[src/rtl/vjq_pkg.sv]
// ----------------------------------------------------------------------------
// Valve job queue package
// Field widths, command codes and transfer types shared by the sequencer.
// ----------------------------------------------------------------------------
package vjq_pkg;

   localparam int MODE_W  = 2;
   localparam int ZONE_W  = 8;
   localparam int DUR_W   = 17;
   localparam int TIME_W  = 32;
   localparam int OTIME_W = 27;
   localparam int PEND_W  = 4;
   localparam int PAUSE_W = 16;

   localparam logic [MODE_W-1:0] MODE_ENQUEUE = 2'd0;
   localparam logic [MODE_W-1:0] MODE_REMOVE  = 2'd1;
   localparam logic [MODE_W-1:0] MODE_CLEAR   = 2'd2;
   localparam logic [MODE_W-1:0] MODE_TICK    = 2'd3;

   localparam logic [DUR_W-1:0]   MAX_DURATION_SEC = 17'd86400;
   localparam logic [9:0]         MS_PER_SEC       = 10'd1000;
   localparam logic [PAUSE_W-1:0] PAUSE_RESET      = 16'd1000;
   localparam int                 PEND_MAX         = 15;
   localparam int                 CMD_FIFO_DEPTH   = 2;

   typedef struct packed {
      logic [MODE_W-1:0] mode;
      logic [ZONE_W-1:0] zone;
      logic [DUR_W-1:0]  duration_sec;
      logic [TIME_W-1:0] now_ms;
      logic [ZONE_W-1:0] open_zone_now;
      logic              valve_accepts;
   } cmd_type;

   typedef struct packed {
      logic [ZONE_W-1:0] zone;
      logic [DUR_W-1:0]  duration_sec;
   } entry_type;

   typedef struct packed {
      logic               accepted;
      logic               open_cmd;
      logic [ZONE_W-1:0]  open_zone;
      logic [OTIME_W-1:0] open_time_ms;
      logic               job_done;
      logic [ZONE_W-1:0]  done_zone;
      logic [PEND_W-1:0]  pending;
   } rsp_type;

endpackage

[src/rtl/vjq_front.sv]
// ----------------------------------------------------------------------------
// Valve job queue front end
// Takes request transfers, saturates the duration and packs the command.
// ----------------------------------------------------------------------------
module vjq_front (
   input  logic                         reset,
   input  logic                         start,
   input  logic [vjq_pkg::MODE_W-1:0]   req_mode,
   input  logic [vjq_pkg::ZONE_W-1:0]   req_zone,
   input  logic [vjq_pkg::DUR_W-1:0]    req_duration_sec,
   input  logic [vjq_pkg::TIME_W-1:0]   req_now_ms,
   input  logic [vjq_pkg::ZONE_W-1:0]   req_open_zone_now,
   input  logic                         req_valve_accepts,
   input  logic                         fifo_full,
   output logic                         busy,
   output logic                         push,
   output vjq_pkg::cmd_type             cmd
);

   always_comb begin
      busy = fifo_full | reset;
      push = start & ~busy;
      cmd.mode          = req_mode;
      cmd.zone          = req_zone;
      cmd.now_ms        = req_now_ms;
      cmd.open_zone_now = req_open_zone_now;
      cmd.valve_accepts = req_valve_accepts;
      if (req_duration_sec > vjq_pkg::MAX_DURATION_SEC) begin
         cmd.duration_sec = vjq_pkg::MAX_DURATION_SEC;
      end else begin
         cmd.duration_sec = req_duration_sec;
      end
   end

endmodule

[src/rtl/vjq_cmd_fifo.sv]
// ----------------------------------------------------------------------------
// Valve job queue command FIFO
// Short command queue between the front end and the sequencer.
// ----------------------------------------------------------------------------
module vjq_cmd_fifo (
   input  logic             clock,
   input  logic             reset,
   input  logic             push,
   input  vjq_pkg::cmd_type push_data,
   input  logic             pop,
   output logic             head_valid,
   output vjq_pkg::cmd_type head_data,
   output logic             full
);

   localparam int DEPTH = vjq_pkg::CMD_FIFO_DEPTH;
   localparam int PTR_W = (DEPTH > 1) ? $clog2(DEPTH) : 1;
   localparam int CNT_W = $clog2(DEPTH + 1);

   vjq_pkg::cmd_type entry_ff [DEPTH];
   logic [PTR_W-1:0] wr_ptr_ff, wr_ptr_in;
   logic [PTR_W-1:0] rd_ptr_ff, rd_ptr_in;
   logic [CNT_W-1:0] count_ff, count_in;
   logic             do_push, do_pop;

   always_comb begin
      full       = (count_ff == CNT_W'(DEPTH));
      head_valid = (count_ff != '0);
      head_data  = entry_ff[rd_ptr_ff];
      do_push    = push & ~full;
      do_pop     = pop & head_valid;
      wr_ptr_in  = wr_ptr_ff;
      rd_ptr_in  = rd_ptr_ff;
      count_in   = count_ff;
      if (do_push) begin
         wr_ptr_in = (wr_ptr_ff == PTR_W'(DEPTH - 1)) ? '0 : wr_ptr_ff + PTR_W'(1);
      end
      if (do_pop) begin
         rd_ptr_in = (rd_ptr_ff == PTR_W'(DEPTH - 1)) ? '0 : rd_ptr_ff + PTR_W'(1);
      end
      if (do_push && !do_pop) begin
         count_in = count_ff + CNT_W'(1);
      end else if (do_pop && !do_push) begin
         count_in = count_ff - CNT_W'(1);
      end
   end

   always_ff @(posedge clock) begin
      if (reset) begin
         wr_ptr_ff <= '0;
         rd_ptr_ff <= '0;
         count_ff  <= '0;
      end else begin
         wr_ptr_ff <= wr_ptr_in;
         rd_ptr_ff <= rd_ptr_in;
         count_ff  <= count_in;
      end
   end

   always_ff @(posedge clock) begin
      if (do_push) begin
         entry_ff[wr_ptr_ff] <= push_data;
      end
   end

endmodule

[src/rtl/vjq_back.sv]
// ----------------------------------------------------------------------------
// Valve job queue sequencer back end
// Job memory, queue pointers and the command sequencer that walks entries.
// ----------------------------------------------------------------------------
module vjq_back #(
   parameter int QUEUE_DEPTH = 12
) (
   input  logic                        clock,
   input  logic                        reset,
   input  logic                        csr_wr_en,
   input  logic [vjq_pkg::PAUSE_W-1:0] csr_wr_data,
   input  logic                        head_valid,
   input  vjq_pkg::cmd_type            head_data,
   output logic                        pop,
   output logic                        rsp_valid,
   output vjq_pkg::rsp_type            rsp
);

   localparam int IDX_W  = (QUEUE_DEPTH > 1) ? $clog2(QUEUE_DEPTH) : 1;
   localparam int CNT_W  = $clog2(QUEUE_DEPTH + 1);
   localparam int PW     = (CNT_W > vjq_pkg::PEND_W) ? CNT_W : vjq_pkg::PEND_W;
   localparam int PROD_W = vjq_pkg::DUR_W + $bits(vjq_pkg::MS_PER_SEC);

   localparam logic [1:0] ST_IDLE  = 2'd0;
   localparam logic [1:0] ST_SCAN  = 2'd1;
   localparam logic [1:0] ST_SHIFT = 2'd2;
   localparam logic [1:0] ST_TICK  = 2'd3;

   vjq_pkg::entry_type mem [QUEUE_DEPTH];
   vjq_pkg::entry_type rd_data_ff;
   vjq_pkg::entry_type wr_data;
   logic [IDX_W-1:0]   rd_addr, wr_addr;
   logic               we;

   logic [1:0]                  state_ff, state_in;
   vjq_pkg::cmd_type            cmd_ff, cmd_in;
   logic [vjq_pkg::PAUSE_W-1:0] pause_ms_ff;
   logic [CNT_W-1:0]            len_ff, len_in;
   logic [IDX_W-1:0]            cur_ff, cur_in;
   logic                        cur_vld_ff, cur_vld_in;
   logic [vjq_pkg::TIME_W-1:0]  pause_until_ff, pause_until_in;
   logic [QUEUE_DEPTH-1:0]      started_ff, started_in;
   logic [CNT_W-1:0]            ptr_ff, ptr_in;
   logic                        pipe_vld_ff, pipe_vld_in;
   logic [IDX_W-1:0]            pipe_idx_ff, pipe_idx_in;
   logic [IDX_W-1:0]            found_ff, found_in;
   logic                        rsp_valid_ff, rsp_valid_in;
   vjq_pkg::rsp_type            rsp_ff, rsp_in;

   logic                         fin, hit, zone_open, entry_open;
   logic                         r_acc, r_open, r_done;
   logic [vjq_pkg::ZONE_W-1:0]   r_ozone, r_dzone;
   logic [vjq_pkg::OTIME_W-1:0]  r_otime;
   logic [CNT_W-1:0]             cur_ext, cur_p1, len_m1;
   logic [PROD_W-1:0]            prod;
   logic [PW-1:0]                pend_w;
   logic [vjq_pkg::TIME_W-1:0]   pause_next;

   assign rsp_valid = rsp_valid_ff;
   assign rsp       = rsp_ff;

   always_comb begin
      state_in       = state_ff;
      cmd_in         = cmd_ff;
      len_in         = len_ff;
      cur_in         = cur_ff;
      cur_vld_in     = cur_vld_ff;
      pause_until_in = pause_until_ff;
      started_in     = started_ff;
      ptr_in         = ptr_ff;
      pipe_vld_in    = pipe_vld_ff;
      pipe_idx_in    = pipe_idx_ff;
      found_in       = found_ff;
      pop            = 1'b0;
      rd_addr        = cur_ff;
      we             = 1'b0;
      wr_addr        = len_ff[IDX_W-1:0];
      wr_data.zone         = cmd_ff.zone;
      wr_data.duration_sec = cmd_ff.duration_sec;
      fin     = 1'b0;
      r_acc   = 1'b0;
      r_open  = 1'b0;
      r_ozone = '0;
      r_otime = '0;
      r_done  = 1'b0;
      r_dzone = '0;

      hit        = pipe_vld_ff && (rd_data_ff.zone == cmd_ff.zone);
      zone_open  = (cmd_ff.zone != '0) && (cmd_ff.zone == cmd_ff.open_zone_now);
      entry_open = (rd_data_ff.zone != '0) && (rd_data_ff.zone == cmd_ff.open_zone_now);
      cur_ext    = CNT_W'(cur_ff);
      cur_p1     = cur_ext + CNT_W'(1);
      len_m1     = len_ff - CNT_W'(1);
      prod       = PROD_W'(rd_data_ff.duration_sec) * PROD_W'(vjq_pkg::MS_PER_SEC);
      pause_next = cmd_ff.now_ms + vjq_pkg::TIME_W'(pause_ms_ff);

      unique case (state_ff)
         ST_IDLE: begin
            if (head_valid) begin
               pop         = 1'b1;
               cmd_in      = head_data;
               ptr_in      = '0;
               pipe_vld_in = 1'b0;
               unique case (head_data.mode) inside
                  vjq_pkg::MODE_ENQUEUE, vjq_pkg::MODE_REMOVE: begin
                     state_in = ST_SCAN;
                  end
                  vjq_pkg::MODE_CLEAR: begin
                     fin            = 1'b1;
                     len_in         = '0;
                     cur_vld_in     = 1'b0;
                     cur_in         = '0;
                     pause_until_in = '0;
                  end
                  vjq_pkg::MODE_TICK: begin
                     if (cur_vld_ff && (cur_ext < len_ff) &&
                         (head_data.now_ms >= pause_until_ff)) begin
                        state_in = ST_TICK;
                     end else begin
                        fin = 1'b1;
                     end
                  end
                  default: begin
                     fin = 1'b1;
                  end
               endcase
            end
         end
         ST_SCAN: begin
            if (hit) begin
               found_in    = pipe_idx_ff;
               pipe_vld_in = 1'b0;
               if (cmd_ff.mode == vjq_pkg::MODE_REMOVE) begin
                  ptr_in   = CNT_W'(pipe_idx_ff) + CNT_W'(1);
                  state_in = ST_SHIFT;
               end else begin
                  fin      = 1'b1;
                  state_in = ST_IDLE;
               end
            end else if (ptr_ff < len_ff) begin
               rd_addr     = ptr_ff[IDX_W-1:0];
               pipe_vld_in = 1'b1;
               pipe_idx_in = ptr_ff[IDX_W-1:0];
               ptr_in      = ptr_ff + CNT_W'(1);
            end else begin
               // zone not listed
               pipe_vld_in = 1'b0;
               fin         = 1'b1;
               state_in    = ST_IDLE;
               if ((cmd_ff.mode == vjq_pkg::MODE_ENQUEUE) &&
                   (len_ff < CNT_W'(QUEUE_DEPTH)) && !zone_open) begin
                  we      = 1'b1;
                  wr_addr = len_ff[IDX_W-1:0];
                  started_in[len_ff[IDX_W-1:0]] = 1'b0;
                  len_in  = len_ff + CNT_W'(1);
                  r_acc   = 1'b1;
                  if (!cur_vld_ff) begin
                     cur_vld_in     = 1'b1;
                     cur_in         = '0;
                     pause_until_in = '0;
                  end
               end
            end
         end
         ST_SHIFT: begin
            if (pipe_vld_ff) begin
               we      = 1'b1;
               wr_addr = pipe_idx_ff;
               wr_data = rd_data_ff;
            end
            if (ptr_ff < len_ff) begin
               rd_addr     = ptr_ff[IDX_W-1:0];
               pipe_vld_in = 1'b1;
               pipe_idx_in = IDX_W'(ptr_ff - CNT_W'(1));
               ptr_in      = ptr_ff + CNT_W'(1);
            end else begin
               pipe_vld_in = 1'b0;
               if (!pipe_vld_ff) begin
                  fin      = 1'b1;
                  r_acc    = 1'b1;
                  state_in = ST_IDLE;
                  for (int i = 0; i < QUEUE_DEPTH - 1; i++) begin
                     if (IDX_W'(i) >= found_ff) begin
                        started_in[i] = started_ff[i+1];
                     end
                  end
                  len_in = len_m1;
                  if (len_m1 == '0) begin
                     cur_vld_in     = 1'b0;
                     cur_in         = '0;
                     pause_until_in = '0;
                  end else if (cur_vld_ff && (found_ff == cur_ff)) begin
                     if (cur_ext >= len_m1) begin
                        cur_in = IDX_W'(len_m1 - CNT_W'(1));
                     end
                     pause_until_in = pause_next;
                  end else if (cur_vld_ff && (found_ff < cur_ff)) begin
                     cur_in = cur_ff - IDX_W'(1);
                  end
               end
            end
         end
         ST_TICK: begin
            fin      = 1'b1;
            state_in = ST_IDLE;
            if (!entry_open) begin
               if (!started_ff[cur_ff]) begin
                  if ((cmd_ff.open_zone_now == '0) && cmd_ff.valve_accepts) begin
                     r_open  = 1'b1;
                     r_ozone = rd_data_ff.zone;
                     r_otime = vjq_pkg::OTIME_W'(prod);
                     started_in[cur_ff] = 1'b1;
                  end
               end else begin
                  r_done  = 1'b1;
                  r_dzone = rd_data_ff.zone;
                  if (cur_p1 >= len_ff) begin
                     len_in     = '0;
                     cur_vld_in = 1'b0;
                     cur_in     = '0;
                  end else begin
                     cur_in         = cur_ff + IDX_W'(1);
                     pause_until_in = pause_next;
                  end
               end
            end
         end
         default: begin
            state_in = ST_IDLE;
         end
      endcase

      // jobs after the current one, taken from the updated pointers
      if (!cur_vld_in) begin
         pend_w = PW'(len_in);
      end else if (len_in > (CNT_W'(cur_in) + CNT_W'(1))) begin
         pend_w = PW'(len_in - CNT_W'(cur_in) - CNT_W'(1));
      end else begin
         pend_w = '0;
      end
      if (pend_w > PW'(vjq_pkg::PEND_MAX)) begin
         pend_w = PW'(vjq_pkg::PEND_MAX);
      end

      rsp_valid_in = fin;
      rsp_in       = rsp_ff;
      if (fin) begin
         rsp_in.accepted     = r_acc;
         rsp_in.open_cmd     = r_open;
         rsp_in.open_zone    = r_ozone;
         rsp_in.open_time_ms = r_otime;
         rsp_in.job_done     = r_done;
         rsp_in.done_zone    = r_dzone;
         rsp_in.pending      = vjq_pkg::PEND_W'(pend_w);
      end
   end

   always_ff @(posedge clock) begin
      if (reset) begin
         state_ff       <= ST_IDLE;
         pause_ms_ff    <= vjq_pkg::PAUSE_RESET;
         len_ff         <= '0;
         cur_ff         <= '0;
         cur_vld_ff     <= 1'b0;
         pause_until_ff <= '0;
         started_ff     <= '0;
         ptr_ff         <= '0;
         pipe_vld_ff    <= 1'b0;
         rsp_valid_ff   <= 1'b0;
      end else begin
         state_ff       <= state_in;
         len_ff         <= len_in;
         cur_ff         <= cur_in;
         cur_vld_ff     <= cur_vld_in;
         pause_until_ff <= pause_until_in;
         started_ff     <= started_in;
         ptr_ff         <= ptr_in;
         pipe_vld_ff    <= pipe_vld_in;
         rsp_valid_ff   <= rsp_valid_in;
         if (csr_wr_en) begin
            pause_ms_ff <= csr_wr_data;
         end
      end
   end

   always_ff @(posedge clock) begin
      cmd_ff      <= cmd_in;
      pipe_idx_ff <= pipe_idx_in;
      found_ff    <= found_in;
      rsp_ff      <= rsp_in;
   end

   always_ff @(posedge clock) begin
      if (we) begin
         mem[wr_addr] <= wr_data;
      end
      rd_data_ff <= mem[rd_addr];
   end

endmodule

[src/rtl/valve_job_queue_sequencer.sv]
// ----------------------------------------------------------------------------
// Valve job queue sequencer
// Watering job queue with enqueue, remove, clear and tick commands.
// ----------------------------------------------------------------------------
// A command is taken when start is high and busy is low; up to two commands
// wait in a queue while the sequencer works, and busy is high while that
// queue is full. Every command gives one result, shown for one cycle with
// rsp_valid and not held for the receiver. In the sequencer a clear and a
// tick that fails the pointer and pause test finish straight from idle, a
// tick that passes it goes on through the tick state, and an enqueue or a
// remove walks the queued jobs, one entry per cycle on its single read port,
// a remove then shifting the later entries down. The result is registered
// and shows in the cycle after the sequencer finishes.
module valve_job_queue_sequencer #(
   parameter int QUEUE_DEPTH = 12
) (
   input  logic                         clock,
   input  logic                         reset,
   input  logic                         start,
   output logic                         busy,
   input  logic [vjq_pkg::MODE_W-1:0]   req_mode,
   input  logic [vjq_pkg::ZONE_W-1:0]   req_zone,
   input  logic [vjq_pkg::DUR_W-1:0]    req_duration_sec,
   input  logic [vjq_pkg::TIME_W-1:0]   req_now_ms,
   input  logic [vjq_pkg::ZONE_W-1:0]   req_open_zone_now,
   input  logic                         req_valve_accepts,
   output logic                         rsp_valid,
   output logic                         rsp_accepted,
   output logic                         rsp_open_cmd,
   output logic [vjq_pkg::ZONE_W-1:0]   rsp_open_zone,
   output logic [vjq_pkg::OTIME_W-1:0]  rsp_open_time_ms,
   output logic                         rsp_job_done,
   output logic [vjq_pkg::ZONE_W-1:0]   rsp_done_zone,
   output logic [vjq_pkg::PEND_W-1:0]   rsp_pending,
   input  logic                         csr_wr_en,
   input  logic [vjq_pkg::PAUSE_W-1:0]  csr_wr_data
);

   vjq_pkg::cmd_type push_cmd, head_cmd;
   vjq_pkg::rsp_type rsp;
   logic             push, pop, head_valid, fifo_full;

   vjq_front u_front (
      .reset             (reset),
      .start             (start),
      .req_mode          (req_mode),
      .req_zone          (req_zone),
      .req_duration_sec  (req_duration_sec),
      .req_now_ms        (req_now_ms),
      .req_open_zone_now (req_open_zone_now),
      .req_valve_accepts (req_valve_accepts),
      .fifo_full         (fifo_full),
      .busy              (busy),
      .push              (push),
      .cmd               (push_cmd)
   );

   vjq_cmd_fifo u_cmd_fifo (
      .clock      (clock),
      .reset      (reset),
      .push       (push),
      .push_data  (push_cmd),
      .pop        (pop),
      .head_valid (head_valid),
      .head_data  (head_cmd),
      .full       (fifo_full)
   );

   vjq_back #(
      .QUEUE_DEPTH (QUEUE_DEPTH)
   ) u_back (
      .clock       (clock),
      .reset       (reset),
      .csr_wr_en   (csr_wr_en),
      .csr_wr_data (csr_wr_data),
      .head_valid  (head_valid),
      .head_data   (head_cmd),
      .pop         (pop),
      .rsp_valid   (rsp_valid),
      .rsp         (rsp)
   );

   assign rsp_accepted     = rsp.accepted;
   assign rsp_open_cmd     = rsp.open_cmd;
   assign rsp_open_zone    = rsp.open_zone;
   assign rsp_open_time_ms = rsp.open_time_ms;
   assign rsp_job_done     = rsp.job_done;
   assign rsp_done_zone    = rsp.done_zone;
   assign rsp_pending      = rsp.pending;

endmodule

[config.mk]
export PLATFORM = sky130hd
export DESIGN_NAME = valve_job_queue_sequencer
export DESIGN_NICKNAME = d
export VERILOG_FILES = /design/src/rtl/vjq_pkg.sv /design/src/rtl/vjq_front.sv /design/src/rtl/vjq_cmd_fifo.sv /design/src/rtl/vjq_back.sv /design/src/rtl/valve_job_queue_sequencer.sv
export SDC_FILE = /design/constraint.sdc
export NUM_CORES = 1
export LEC_CHECK = 0
export BUFFER_PORTS_ARGS = -buffer_cell sky130_fd_sc_hd__buf_4
export CORE_MARGIN = 10
export CORE_UTILIZATION = 32
export CTS_CLUSTER_DIAMETER = 120
export CTS_CLUSTER_SIZE = 40
export DETAILED_ROUTE_END_ITERATION = 10
export HOLD_SLACK_MARGIN = 0.06
export PLACE_DENSITY_LB_ADDON = 0.08
export RECOVER_POWER = 100
export SETUP_SLACK_MARGIN = 0.02
export SYNTH_ARGS = -nofsm -noshare
export SYNTH_HDL_FRONTEND = slang
export SYNTH_SLANG_ARGS = --single-unit
[constraint.sdc]
create_clock -name clock -period 6 [get_ports clock]
set_clock_uncertainty 0.1 [all_clocks]
set_input_delay 0.6 -clock clock [delete_from_list [all_inputs] [get_ports clock]]
set_output_delay 0.6 -clock clock [all_outputs]
set_load 0.01 [all_outputs]
==> impl_metrics.yaml <==
setup_path:
  setup.worst_path.end_class: "flip-flop"
  number_of_cell_instances_on_the_worst_register_to_register_path: 12
  critPathLaunchType: "flip-flop"
  cp_max_fo: 43
  critical_path.cell_chain: "buf_4 -> mux2_1 -> ha_1 -> a21o_1 -> a21o_1 -> a211oi_1 -> o21ai_0 -> a21oi_1 -> a2bb2oi_1 -> a21oi_1 -> a41oi_1 -> clkbuf_4"
  r2r_setup_slack_ns: 0.47
  critical_path.slowest_cell: "a41oi_1"
  worst_r2r_endpoint: "u_back.rsp[36]$_SDFFCE_PP0P_"
  worst-endpoint-arrival_ns: 5.69
  setup.worst_path.class: "reg -> reg"
  critPathCapture: "u_back.rsp[36]$_SDFFCE_PP0P_"
  crit_required_ns: 6.15
  timing.critical_path.slowest_cell_delay_ns: 0.78
sta:
  final-setup-viol-count: 0
  setup_total_negative_slack_ns: 0
  slew_headroom_pct: -101
  max_freq_mhz: 181
  worst_slack_ns: 0.465
  post-route-min-period_ns: 5.53
  worstMarginPinSlew_ns: 3.01
  finalMaxSlewViolations: 248
  rsz0062_at_grt: "no"
  finalCritPeriodShare_pct: 92.2
  hold_viol_final: 0
cells_and_area:
  final_net_count: 2628
  drive_gt1_share_pct: 12.4
  final_design_area_no_fill_mm2: 0.0351
  area_delta_synth_final_pct: 12.4
  fillerInstances: 9243
floorplanning:
  fp-row-count: 114
  initial_core_util_pct: 32.3
  coreArea_mm2: 0.0969
  io-pin-count: 140
  design.die.area_mm2: 0.111
  die_x_um: 333
  die_h_um: 333
outcome:
  status: "finished, violations left"
  failed_checks: "capacitance limit, slew limit"
yosys:
  synth_area_leaders: "edfxtp_1, dfxtp_1, ha_1"
  yosysWarnings: 0
  synth_edf_count: 559
  synthesized_cell_area_mm2: 0.0313
  yosys.cell_count.top_type: "edfxtp_1"
  yosysTopAreaCellShare_pct: 53.7
  synth_cells: 2142
  post-synth-top-area-cell: "edfxtp_1"
  post_syn_area_per_cell_um2: 14.6
  seq_area_frac_synth_pct: 60.5
  ys_ff_latch: 666
  post_synth_num_cell_types: 97
  ys_async_sr_fraction_pct: 0
  synthFlopType: "edfxtp_1"
  netlist_top_cells_count: "edfxtp_1, ha_1, nor2_1"
detailed_routing:
  route.vias.total: 18258
  first_pass_iters: 5
  detailedRoute.firstIterationViolations: 1431
  antenna_violating_nets_post_route: 0
  detail_route.vias_per_cell: 5.03
  wl_per_cell_um: 22.9
  remaining_drc_errors: 0
  drt-total-wl_mm: 83.1
global_routing:
  groute.usage.overall_pct: 14.8
  grt_pass1_vias: 19191
  grt_antenna_before_repair: 4
  grt_pass1_wl_mm: 126
  sum_of_overflow_across_all_layers_after_global_routing: 0
  grt_max_degree: 76
place:
  dp_hpwl_mm: 55.6
  last_weighted_congestion_value_of_the_routability_driven_placer: 0.824
  preCtsSetupSlack_ns: 0.602
  portBuffers: 136
  placement.cell_area_mm2: 0.0339
clock_tree:
  clock_tree.root_cell: "clkbuf_16"
  htree_levels: 1
  clock_sinks: 666
  clock_insertion_delay_worst_skew_ns: 0.67
  tritoncts: "done"
  cts_made_buffers: 27
  cts_buffer_depth: 3
  cts.clk_slew.worst_paths_ns: 0.13
power_and_ir_drop:
  max-vdd-ir-drop_v: 0.000710
  power.static_leakage_nw: 12.1
  finalPower_mw: 20.1
  p_per_area_mw_per_mm2: 571
hold_path:
  worstHoldPathType: "in -> reg"
job:
  drv_cap: 7
cell type report:
type,count,area [um^2],share of cell area [%]
Multi-Input combinational cell,1282,11500,32.7
Tap cell,1276,1600,4.54
Sequential cell,666,18900,53.9
Clock buffer,32,726,2.07
Antenna cell,1,2.50,0.00712
Timing Repair Buffer,249,1740,4.95
Clock inverter,18,245,0.698
Inverter,108,405,1.15
worst max-delay path, delay by kind of cell, from the launching register on:
kind / cells / cell delay (ns)
AO/OA/AOI/OAI: 8 / 2.34
buffers and inverters: 2 / 1.23
flip-flops: 1 / 0.63
multiplexers: 1 / 0.42
adder cells (fa/ha/maj): 1 / 0.33
per-stage QoR:
step	util [%]	hold slack (ns)	cells
global route	36.3	0.104	3631
detailed placement	35.0	0.340	3514
floorplan	-	0.325	2144
global placement	35.0	0.336	3514
CTS	36.7	0.0628	3630
finish	36.3	0.103	3632
cells by family after synthesis:
family,share of synthesized area (%)
simple gates,7.09
fa+ha+maj,9.72
flops,60.5
other cells,0.0120
compound gates,7.76
xor+xnor,2.63
mux,9.47
buf+inv,2.77
cell usage in the layout (no fill, tap or decap), types with 9 or more instances in the layout:
cell type	netlist	final
buf_4	8	52
o21ai_0	50	61
a22oi_1	44	44
dlygate4sd3_1	0	66
nand4_1	18	18
nand2b_1	12	12
mux2i_1	19	19
nor3_1	21	21
dfxtp_1	107	106
and2_0	0	33
a31oi_1	12	12
edfxtp_1	559	559
and2_1	41	9
xnor2_1	34	34
nor2b_1	13	12
clkbuf_16	0	28
ha_1	146	146
nor2_1	121	108
a21o_1	25	25
xor2_1	60	60
inv_1	105	106
o21a_1	10	10
clkbuf_1	42	83
o31ai_1	13	13
nand2_1	117	117
a211oi_1	9	9
mux2_2	90	20
a32oi_1	12	12
nor4_1	11	12
mux4_2	78	78
nand3_1	32	34
and3_1	17	17
a21oi_1	75	74
or3_1	12	12
nor2_2	1	13
clkbuf_4	0	45
fa_1	60	60
mux2_1	0	70
metal layers:
metal | up-vias | wire length [um] | global-route usage [%]
met5 | - | 13 | 0
met4 | 2 | 1510 | 2.96
met3 | 71 | 3280 | 2.18
met2 | 352 | 37500 | 23.4
met1 | 9389 | 40700 | 21.5
li1 | 8444 | - | -
registers in the layout, indices dropped and copies added (netlist names), 2 cells and up, named ones only:
signal / flops
u_back.cmd_ff: 68
u_back.cur_ext: 4
u_back.found_ff: 4
u_back.len_ff: 4
u_back.mem: 300
u_back.pause_ms_ff: 16
u_back.pause_until_ff: 32
u_back.pipe_idx_ff: 4
u_back.ptr_ff: 4
u_back.rd_data_ff: 25
u_back.rsp: 47
u_back.started_ff: 12
u_back.state_ff: 2
u_cmd_fifo.count_ff: 2
u_cmd_fifo.entry_ff: 136
worst min-delay path by stage:
stage / cells after the start / from / endpoint
floorplan: 2 / u_back.pause_until_ff[12]$_SDFFE_PP0P_ / u_back.pause_until_ff[12]$_SDFFE_PP0P_
global placement: 2 / u_back.pause_until_ff[20]$_SDFFE_PP0P_ / u_back.pause_until_ff[20]$_SDFFE_PP0P_
detailed placement: 2 / u_back.pause_until_ff[25]$_SDFFE_PP0P_ / u_back.pause_until_ff[25]$_SDFFE_PP0P_
CTS: 3 / csr_wr_data[1] / u_back.pause_ms_ff[1]$_SDFFE_PP0P_
global route: 3 / csr_wr_data[1] / u_back.pause_ms_ff[1]$_SDFFE_PP0P_
finish: 3 / csr_wr_data[1] / u_back.pause_ms_ff[1]$_SDFFE_PP0P_
repair_timing:
| item | in CTS | in global routing |
|---|---|---|
| hold buffers | 66 | 0 |
| gates resized for setup | 0 | 1 |
| setup endpoints to repair | 0 | 1 |
| endpoints found under the hold margin | 118 | 0 |
| setup buffers | 0 | 0 |
power breakdown:
group | total (mW) | switching, mW | internal, mW
clock network | 2.53 | 1.57 | 0.957
registers | 6.36 | 0.470 | 5.89
logic | 11.2 | 6.47 | 4.71
Note: power is estimated with default switching activity, not from simulation.
